File: config.mk
export PLATFORM = sky130hd
export DESIGN_NAME = hsv_to_rgb_converter
export DESIGN_NICKNAME = d
export VERILOG_FILES = /design/src/design/h2r_pkg.sv /design/src/design/hsv_to_rgb_converter.sv /design/src/design/h2r_front.sv /design/src/design/h2r_levels.sv /design/src/design/h2r_select.sv
export SDC_FILE = /design/constraint.sdc
export NUM_CORES = 1
export LEC_CHECK = 0
export ABC_AREA = 0
export BUFFER_PORTS_ARGS = -buffer_cell sky130_fd_sc_hd__buf_2
export CORE_UTILIZATION = 50
export DETAILED_ROUTE_END_ITERATION = 16
export GPL_TIMING_DRIVEN = 0
export PLACE_DENSITY = 0.72
export SLEW_MARGIN = 20
export SYNTH_ARGS = -nofsm -noshare
export SYNTH_HDL_FRONTEND = slang
export SYNTH_SLANG_ARGS = --single-unit
File: constraint.sdc
create_clock -name aclk -period 7 [get_ports aclk]
set_clock_uncertainty 0.1 [all_clocks]
set_input_delay 1.05 -clock aclk [delete_from_list [all_inputs] [get_ports aclk]]
set_output_delay 1.05 -clock aclk [all_outputs]
set_load 0.01 [all_outputs]
File: src/design/h2r_pkg.sv
// Shared types, constants and helpers for the HSV to RGB converter.
package h2r_pkg;

    localparam logic [12:0] HUE_CIRCLE = 13'd5760;
    localparam logic [12:0] HUE_SECTOR = 13'd960;
    localparam logic [8:0]  Q_ONE      = 9'd256;
    // floor(2^16 / 15): (4*rem + 1) * F_RECIP >> 16 equals floor(rem * 256 / 960)
    localparam logic [12:0] F_RECIP    = 13'd4369;

    typedef enum logic [2:0] {
        SEC_RED     = 3'd0,
        SEC_YELLOW  = 3'd1,
        SEC_GREEN   = 3'd2,
        SEC_CYAN    = 3'd3,
        SEC_BLUE    = 3'd4,
        SEC_MAGENTA = 3'd5
    } sector_t;

    typedef struct packed {
        logic [12:0] hue;
        logic [8:0]  saturation;
        logic [8:0]  brightness;
    } hsv_word_t;

    typedef struct packed {
        logic [8:0] red;
        logic [8:0] green;
        logic [8:0] blue;
    } rgb_word_t;

    // front end output: sector, clamped inputs, fraction and p level
    typedef struct packed {
        sector_t    sector;
        logic [8:0] sat;
        logic [8:0] val;
        logic [7:0] frac;
        logic [8:0] p_lvl;
    } front_word_t;

    // level stage output: everything the channel select needs
    typedef struct packed {
        sector_t    sector;
        logic [8:0] val;
        logic [8:0] p_lvl;
        logic [8:0] q_lvl;
        logic [8:0] t_lvl;
    } level_word_t;

    function automatic logic [12:0] sector_base(input sector_t sec);
        logic [12:0] base;
        case (sec)
            SEC_RED:     base = 13'd0;
            SEC_YELLOW:  base = 13'd960;
            SEC_GREEN:   base = 13'd1920;
            SEC_CYAN:    base = 13'd2880;
            SEC_BLUE:    base = 13'd3840;
            SEC_MAGENTA: base = 13'd4800;
            default:     base = 13'd4800;
        endcase
        return base;
    endfunction

    function automatic logic [8:0] clamp_q(input logic [8:0] x);
        return (x > Q_ONE) ? Q_ONE : x;
    endfunction

endpackage

File: src/design/hsv_to_rgb_converter.sv
// Top level of the HSV to RGB converter: five-stage pipeline.
//
//  channel | direction | handshake          | word
//  --------+-----------+--------------------+---------------------------------
//  s_      | in        | s_valid / s_ready  | hue, saturation, brightness
//  m_      | out       | m_valid / m_ready  | red, green, blue
//
// One word enters per cycle while the output register is not stalled.
// The five register stages: sector split, fraction and p multiply, s*f and
// s*(1-f), v*(1-sf) and v*(1-s(1-f)), channel select into the output register.
// The whole pipe advances when the output register is empty or taken, so a
// stall freezes every stage with its valid bit; nothing is lost or repeated.
// Synchronous reset clears all valid bits; data registers are not reset.
module hsv_to_rgb_converter (
    input  logic               aclk,
    input  logic               aresetn,
    input  logic               s_valid,
    output logic               s_ready,
    input  h2r_pkg::hsv_word_t s_data,
    output logic               m_valid,
    input  logic               m_ready,
    output h2r_pkg::rgb_word_t m_data
);

    logic                 pipe_en;
    logic                 front_valid;
    h2r_pkg::front_word_t front_word;
    logic                 level_valid;
    h2r_pkg::level_word_t level_word;

    // advance when the output slot is free or being drained
    assign pipe_en = !m_valid || m_ready;
    assign s_ready = pipe_en;

    h2r_front u_front (
        .aclk      (aclk),
        .aresetn   (aresetn),
        .en        (pipe_en),
        .in_valid  (s_valid),
        .in_word   (s_data),
        .out_valid (front_valid),
        .out_word  (front_word)
    );

    h2r_levels u_levels (
        .aclk      (aclk),
        .aresetn   (aresetn),
        .en        (pipe_en),
        .in_valid  (front_valid),
        .in_word   (front_word),
        .out_valid (level_valid),
        .out_word  (level_word)
    );

    h2r_select u_select (
        .aclk      (aclk),
        .aresetn   (aresetn),
        .en        (pipe_en),
        .in_valid  (level_valid),
        .in_word   (level_word),
        .out_valid (m_valid),
        .out_word  (m_data)
    );

endmodule

File: src/design/h2r_front.sv
// Stages 1 and 2: hue wrap, sector split, fraction and p level.
module h2r_front (
    input  logic                   aclk,
    input  logic                   aresetn,
    input  logic                   en,
    input  logic                   in_valid,
    input  h2r_pkg::hsv_word_t     in_word,
    output logic                   out_valid,
    output h2r_pkg::front_word_t   out_word
);

    typedef struct packed {
        h2r_pkg::sector_t sector;
        logic [9:0]       rem;
        logic [8:0]       sat;
        logic [8:0]       val;
    } split_word_t;

    logic [12:0]          hue_wrap;
    logic [12:0]          hue_off;
    h2r_pkg::sector_t     sector;
    split_word_t          split_next;
    split_word_t          split_reg;
    logic                 split_valid_reg;
    logic [24:0]          f_prod;
    logic [17:0]          p_prod;
    h2r_pkg::front_word_t front_next;
    h2r_pkg::front_word_t front_reg;
    logic                 front_valid_reg;

    always_comb begin
        hue_wrap = (in_word.hue >= h2r_pkg::HUE_CIRCLE) ?
                   in_word.hue - h2r_pkg::HUE_CIRCLE : in_word.hue;
        if (hue_wrap >= 13'd4800) begin
            sector = h2r_pkg::SEC_MAGENTA;
        end else if (hue_wrap >= 13'd3840) begin
            sector = h2r_pkg::SEC_BLUE;
        end else if (hue_wrap >= 13'd2880) begin
            sector = h2r_pkg::SEC_CYAN;
        end else if (hue_wrap >= 13'd1920) begin
            sector = h2r_pkg::SEC_GREEN;
        end else if (hue_wrap >= h2r_pkg::HUE_SECTOR) begin
            sector = h2r_pkg::SEC_YELLOW;
        end else begin
            sector = h2r_pkg::SEC_RED;
        end
        hue_off           = hue_wrap - h2r_pkg::sector_base(sector);
        split_next.sector = sector;
        split_next.rem    = hue_off[9:0];
        split_next.sat    = h2r_pkg::clamp_q(in_word.saturation);
        split_next.val    = h2r_pkg::clamp_q(in_word.brightness);
    end

    always_comb begin
        // 4*rem + 1 times the reciprocal of 15
        f_prod = 25'({split_reg.rem, 2'b01}) * 25'(h2r_pkg::F_RECIP);
        p_prod = 18'(split_reg.val) * 18'(h2r_pkg::Q_ONE - split_reg.sat);
        front_next.sector = split_reg.sector;
        front_next.sat    = split_reg.sat;
        front_next.val    = split_reg.val;
        front_next.frac   = f_prod[23:16];
        front_next.p_lvl  = p_prod[16:8];
    end

    always_ff @(posedge aclk) begin
        if (!aresetn) begin
            split_valid_reg <= 1'b0;
            front_valid_reg <= 1'b0;
        end else if (en) begin
            split_valid_reg <= in_valid;
            front_valid_reg <= split_valid_reg;
        end
    end

    always_ff @(posedge aclk) begin
        if (en) begin
            split_reg <= split_next;
            front_reg <= front_next;
        end
    end

    assign out_valid = front_valid_reg;
    assign out_word  = front_reg;

endmodule

File: src/design/h2r_levels.sv
// Stages 3 and 4: saturation-scaled fraction, then q and t levels.
module h2r_levels (
    input  logic                   aclk,
    input  logic                   aresetn,
    input  logic                   en,
    input  logic                   in_valid,
    input  h2r_pkg::front_word_t   in_word,
    output logic                   out_valid,
    output h2r_pkg::level_word_t   out_word
);

    typedef struct packed {
        h2r_pkg::sector_t sector;
        logic [8:0]       val;
        logic [8:0]       p_lvl;
        logic [8:0]       sf;
        logic [8:0]       sfc;
    } scale_word_t;

    logic [16:0]          sf_prod;
    logic [17:0]          sfc_prod;
    scale_word_t          scale_next;
    scale_word_t          scale_reg;
    logic                 scale_valid_reg;
    logic [17:0]          q_prod;
    logic [17:0]          t_prod;
    h2r_pkg::level_word_t level_next;
    h2r_pkg::level_word_t level_reg;
    logic                 level_valid_reg;

    always_comb begin
        sf_prod  = 17'(in_word.sat) * 17'(in_word.frac);
        sfc_prod = 18'(in_word.sat) * 18'(h2r_pkg::Q_ONE - 9'(in_word.frac));
        scale_next.sector = in_word.sector;
        scale_next.val    = in_word.val;
        scale_next.p_lvl  = in_word.p_lvl;
        scale_next.sf     = sf_prod[16:8];
        scale_next.sfc    = sfc_prod[16:8];
    end

    // zero saturation leaves sf and sfc at zero, so q and t come out as v
    always_comb begin
        q_prod = 18'(scale_reg.val) * 18'(h2r_pkg::Q_ONE - scale_reg.sf);
        t_prod = 18'(scale_reg.val) * 18'(h2r_pkg::Q_ONE - scale_reg.sfc);
        level_next.sector = scale_reg.sector;
        level_next.val    = scale_reg.val;
        level_next.p_lvl  = scale_reg.p_lvl;
        level_next.q_lvl  = q_prod[16:8];
        level_next.t_lvl  = t_prod[16:8];
    end

    always_ff @(posedge aclk) begin
        if (!aresetn) begin
            scale_valid_reg <= 1'b0;
            level_valid_reg <= 1'b0;
        end else if (en) begin
            scale_valid_reg <= in_valid;
            level_valid_reg <= scale_valid_reg;
        end
    end

    always_ff @(posedge aclk) begin
        if (en) begin
            scale_reg <= scale_next;
            level_reg <= level_next;
        end
    end

    assign out_valid = level_valid_reg;
    assign out_word  = level_reg;

endmodule

File: src/design/h2r_select.sv
// Stage 5: route v, p, q and t to the channels by sector; output register.
module h2r_select (
    input  logic                   aclk,
    input  logic                   aresetn,
    input  logic                   en,
    input  logic                   in_valid,
    input  h2r_pkg::level_word_t   in_word,
    output logic                   out_valid,
    output h2r_pkg::rgb_word_t     out_word
);

    h2r_pkg::rgb_word_t rgb_next;
    h2r_pkg::rgb_word_t rgb_reg;
    logic               rgb_valid_reg;

    always_comb begin
        case (in_word.sector)
            h2r_pkg::SEC_RED: begin
                rgb_next = '{red: in_word.val, green: in_word.t_lvl, blue: in_word.p_lvl};
            end
            h2r_pkg::SEC_YELLOW: begin
                rgb_next = '{red: in_word.q_lvl, green: in_word.val, blue: in_word.p_lvl};
            end
            h2r_pkg::SEC_GREEN: begin
                rgb_next = '{red: in_word.p_lvl, green: in_word.val, blue: in_word.t_lvl};
            end
            h2r_pkg::SEC_CYAN: begin
                rgb_next = '{red: in_word.p_lvl, green: in_word.q_lvl, blue: in_word.val};
            end
            h2r_pkg::SEC_BLUE: begin
                rgb_next = '{red: in_word.t_lvl, green: in_word.p_lvl, blue: in_word.val};
            end
            default: begin
                rgb_next = '{red: in_word.val, green: in_word.p_lvl, blue: in_word.q_lvl};
            end
        endcase
    end

    always_ff @(posedge aclk) begin
        if (!aresetn) begin
            rgb_valid_reg <= 1'b0;
        end else if (en) begin
            rgb_valid_reg <= in_valid;
        end
    end

    always_ff @(posedge aclk) begin
        if (en) begin
            rgb_reg <= rgb_next;
        end
    end

    assign out_valid = rgb_valid_reg;
    assign out_word  = rgb_reg;

endmodule

==> reports/results.txt <==
Peak supply drop: 0.0003177 V
Adder-cell share of the synthesized area: 38.84%
Sequential share of the synthesized area: 25.39%
Vias in the first global route: 15,020
Clk_lat worst skew: 450 ps
Number of antenna violations at the first check in global routing: 0
Outcome: finished with violations
Cell count after synthesis: 2,093
Hold Slack: 321.9 ps
Design Power: 10.73 mW
Max cap viols: 0
Post-CTS Setup Inserts: 0
Async set-reset flop share out of synthesis: 0%
#FFs+latches synth: 179
Vias: 14,390
Failing checks: design-rule violations
Syn nets: 2,601
H-tree Lvls: 4
Met1 Use GR: 28.48%
Cell taking the most area after synthesis: fa_1
Worst Setup End Kind: register
Setup WS post-layout: 541.6 ps
Avg WL per Cell: 15.98 um
Mux contribution to synthesized area: 1.962%
Cell with the most instances after synthesis: inv_1
Hold-fix buffers at CTS: 0
GRT met3 Usage: 2.402%
Worst-path maximum fanout: 9
Ys Warns: 0
Setup violators final: 0
Fin. Hold Viols: 0
Area taken by flip-flops and latches: 0.005325 mm^2
Most frequent cells after synthesis: 416 x inv_1, 297 x fa_1, 234 x nand2_1
CTS buffer count: 17
Core Region: 0.04111 mm^2
Worst path arrival time: 6560 ps
Critical Path RT: 7100 ps
Ys flop type: edfxtp_1
CTS root buffer: clkbuf_16
Initial core utilization: 51.03%
Worst Setup Path Type: register to register
Congestion Overflow GR: 0
Post-Synth Simple-Gate Area: 14.92%
Post-synth EDFFs: 174
Worst hold path type: register to register
Vias per inst: 5.287
Rel. slew slack: 36.89%
Die height: 206.8 um
Clk buf depth: 2
RSZ-0062 raised after global routing: false
Layout overhead on the synthesized area: 7.975%
1st-pass router iterations: 13
Share of layout cells above drive strength 1: 5.665%
PwrDens: 473.7 mW/mm^2
Max-slew violations: 0
Die width: 206.8 um
Final GP Congestion: 0.8891
Fmax: 0.1548 GHz
Antenna Nets Post-Route: 0
Initial drt markers: 906
Setup TNS: 0 ps
Worst path cell trace: clkbuf_1 > inv_1 > ha_1 > nand2_1 > nor3_1 > xnor2_1 > nand2_1 > fa_1 > inv_1 > fa_1 > fa_1 > inv_1 > fa_1 > inv_1 > ha_1 > nor4_1 > o31ai_1 > a31o_1 > o41a_1 > a21o_1 > a21oi_1 > xnor2_1
Final WL: 43.48 mm
CTS tree: built
Critical path's largest stage delay: 660 ps
I/O pins: 64
CTS resizes: 0
Busiest metal layer after global routing: met2
Total Nets Final: 2,684
Met2 Use GR: 37.61%
ANT cells: 0
Compound-cell area share of the yosys netlist: 5.529%
Top cell type's share of synthesized area: 28.34%
Worst Setup Start Kind: register
Worst-margin pin slew: 939.8 ps
Yosys cell types: 68
Synth Area in XOR/XNOR: 4.593%
Synthesized area: 0.02098 mm^2
Top post-synthesis cells by area: fa_1 28%, edfxtp_1 25%, ha_1 10%
Fillers: 3,598
DRC Markers: 2
Slowest cell on the critical path: xnor2_1
Die Area: 0.04278 mm^2
Place WS: 135.8 ps
Max reg flops: 39
Largest family of logic cells by synthesized area: adder cells
Static Leak: 10.78 nW
Mean Syn Cell Area: 10.02 um^2
Footprint of the multi-input gates: 0.01383 mm^2
Clock slew at reported path FFs: 80 ps
Dpl hpwl: 34.45 mm
Gr usage total: 21.65%
Row count: 74
Port Buffers: 62
Global-route wire length before repair: 73.24 mm
Fin crit period: 6458 ps
Tcrit/Tclk final: 92.26%
# clock sinks: 179
Pin count of the biggest net entering global routing: 76
power by group:
group          total [mW]  internal [mW]  switching, mW
clock network        1.00          0.494          0.509
logic                7.65           3.20           4.45
registers            2.08           1.86          0.222
routing by layer:
| metal | vias up | routed length (um) |
|---|---|---|
| met4 | 0 | 944 |
| li1 | 6770 | - |
| met2 | 340 | 21810 |
| met1 | 7206 | 19040 |
| met5 | - | 0 |
| met3 | 70 | 1676 |
placed cells by master, fill, tap and decap left out, drive strengths merged, types with 9 or more instances in the layout:
cell type	netlist	layout
a21oi	68	68
nor3	22	22
mux2	9	9
nand3	14	14
xnor2	77	77
xor2	33	33
edfxtp	174	174
and2	198	198
clkbuf	62	79
nor2b	23	23
nor3b	9	9
fa	297	297
a32oi	9	9
nand2	234	234
mux2i	31	31
nor2	91	91
ha	176	176
a221o	10	10
inv	416	426
buf	8	72
o21ai	30	30
stage by stage:
stage | instance area [um^2] | cells | utilization [%]
3_5_place_dp | 22020 | 2689 | 53.56
3_3_place_gp | 21950 | 2687 | 53.40
5_1_grt | 22650 | 2721 | 55.10
4_1_cts | 22630 | 2721 | 55.06
6_report | 22650 | 2721 | 55.10
2_1_floorplan | 20980 | 2093 | -
worst max-delay path: cells and delay by family, from the launching register on:
family                   cells  cell delay (ps)
XOR/XNOR                     2              760
flip-flops                   1              320
adder cells (fa/ha/maj)      6             2540
AO/OA/AOI/OAI                5             1200
buffers and inverters        5              650
AND/OR/NAND/NOR              4              630
cell families after synthesis:
group                      Yosys count
buffers and inverters              486
AOI/OAI and AO/OA                  177
adders and majority gates          473
and+or+nand+nor                    628
xor gates and xnor gates           110
muxes                               40
DFF                                179
final timing paths:
check / start / slack, ps / endpoint / cells past startpoint
setup / recovery: u_levels.scale_reg[9] / 540 / u_levels.out_word[17] / 22
hold / removal: u_front.out_word[3] / 320 / u_levels.level_next[21] / 0
setup reg to reg: u_levels.scale_reg[9] / 540 / u_levels.out_word[17] / 22
hold reg to reg: u_front.out_word[3] / 320 / u_levels.level_next[21] / 0
area by class of cell:
cell class	instances	share of cell area, %
Inverter	416	6.894
Multi-Input combinational cell	1428	61.05
Tap cell	532	2.939
Sequential cell	179	23.51
Timing Repair Buffer	64	1.613
Clock inverter	15	0.8452
Clock buffer	17	1.878
Buffer	70	1.271
Note: power is estimated with default switching activity, not from simulation.
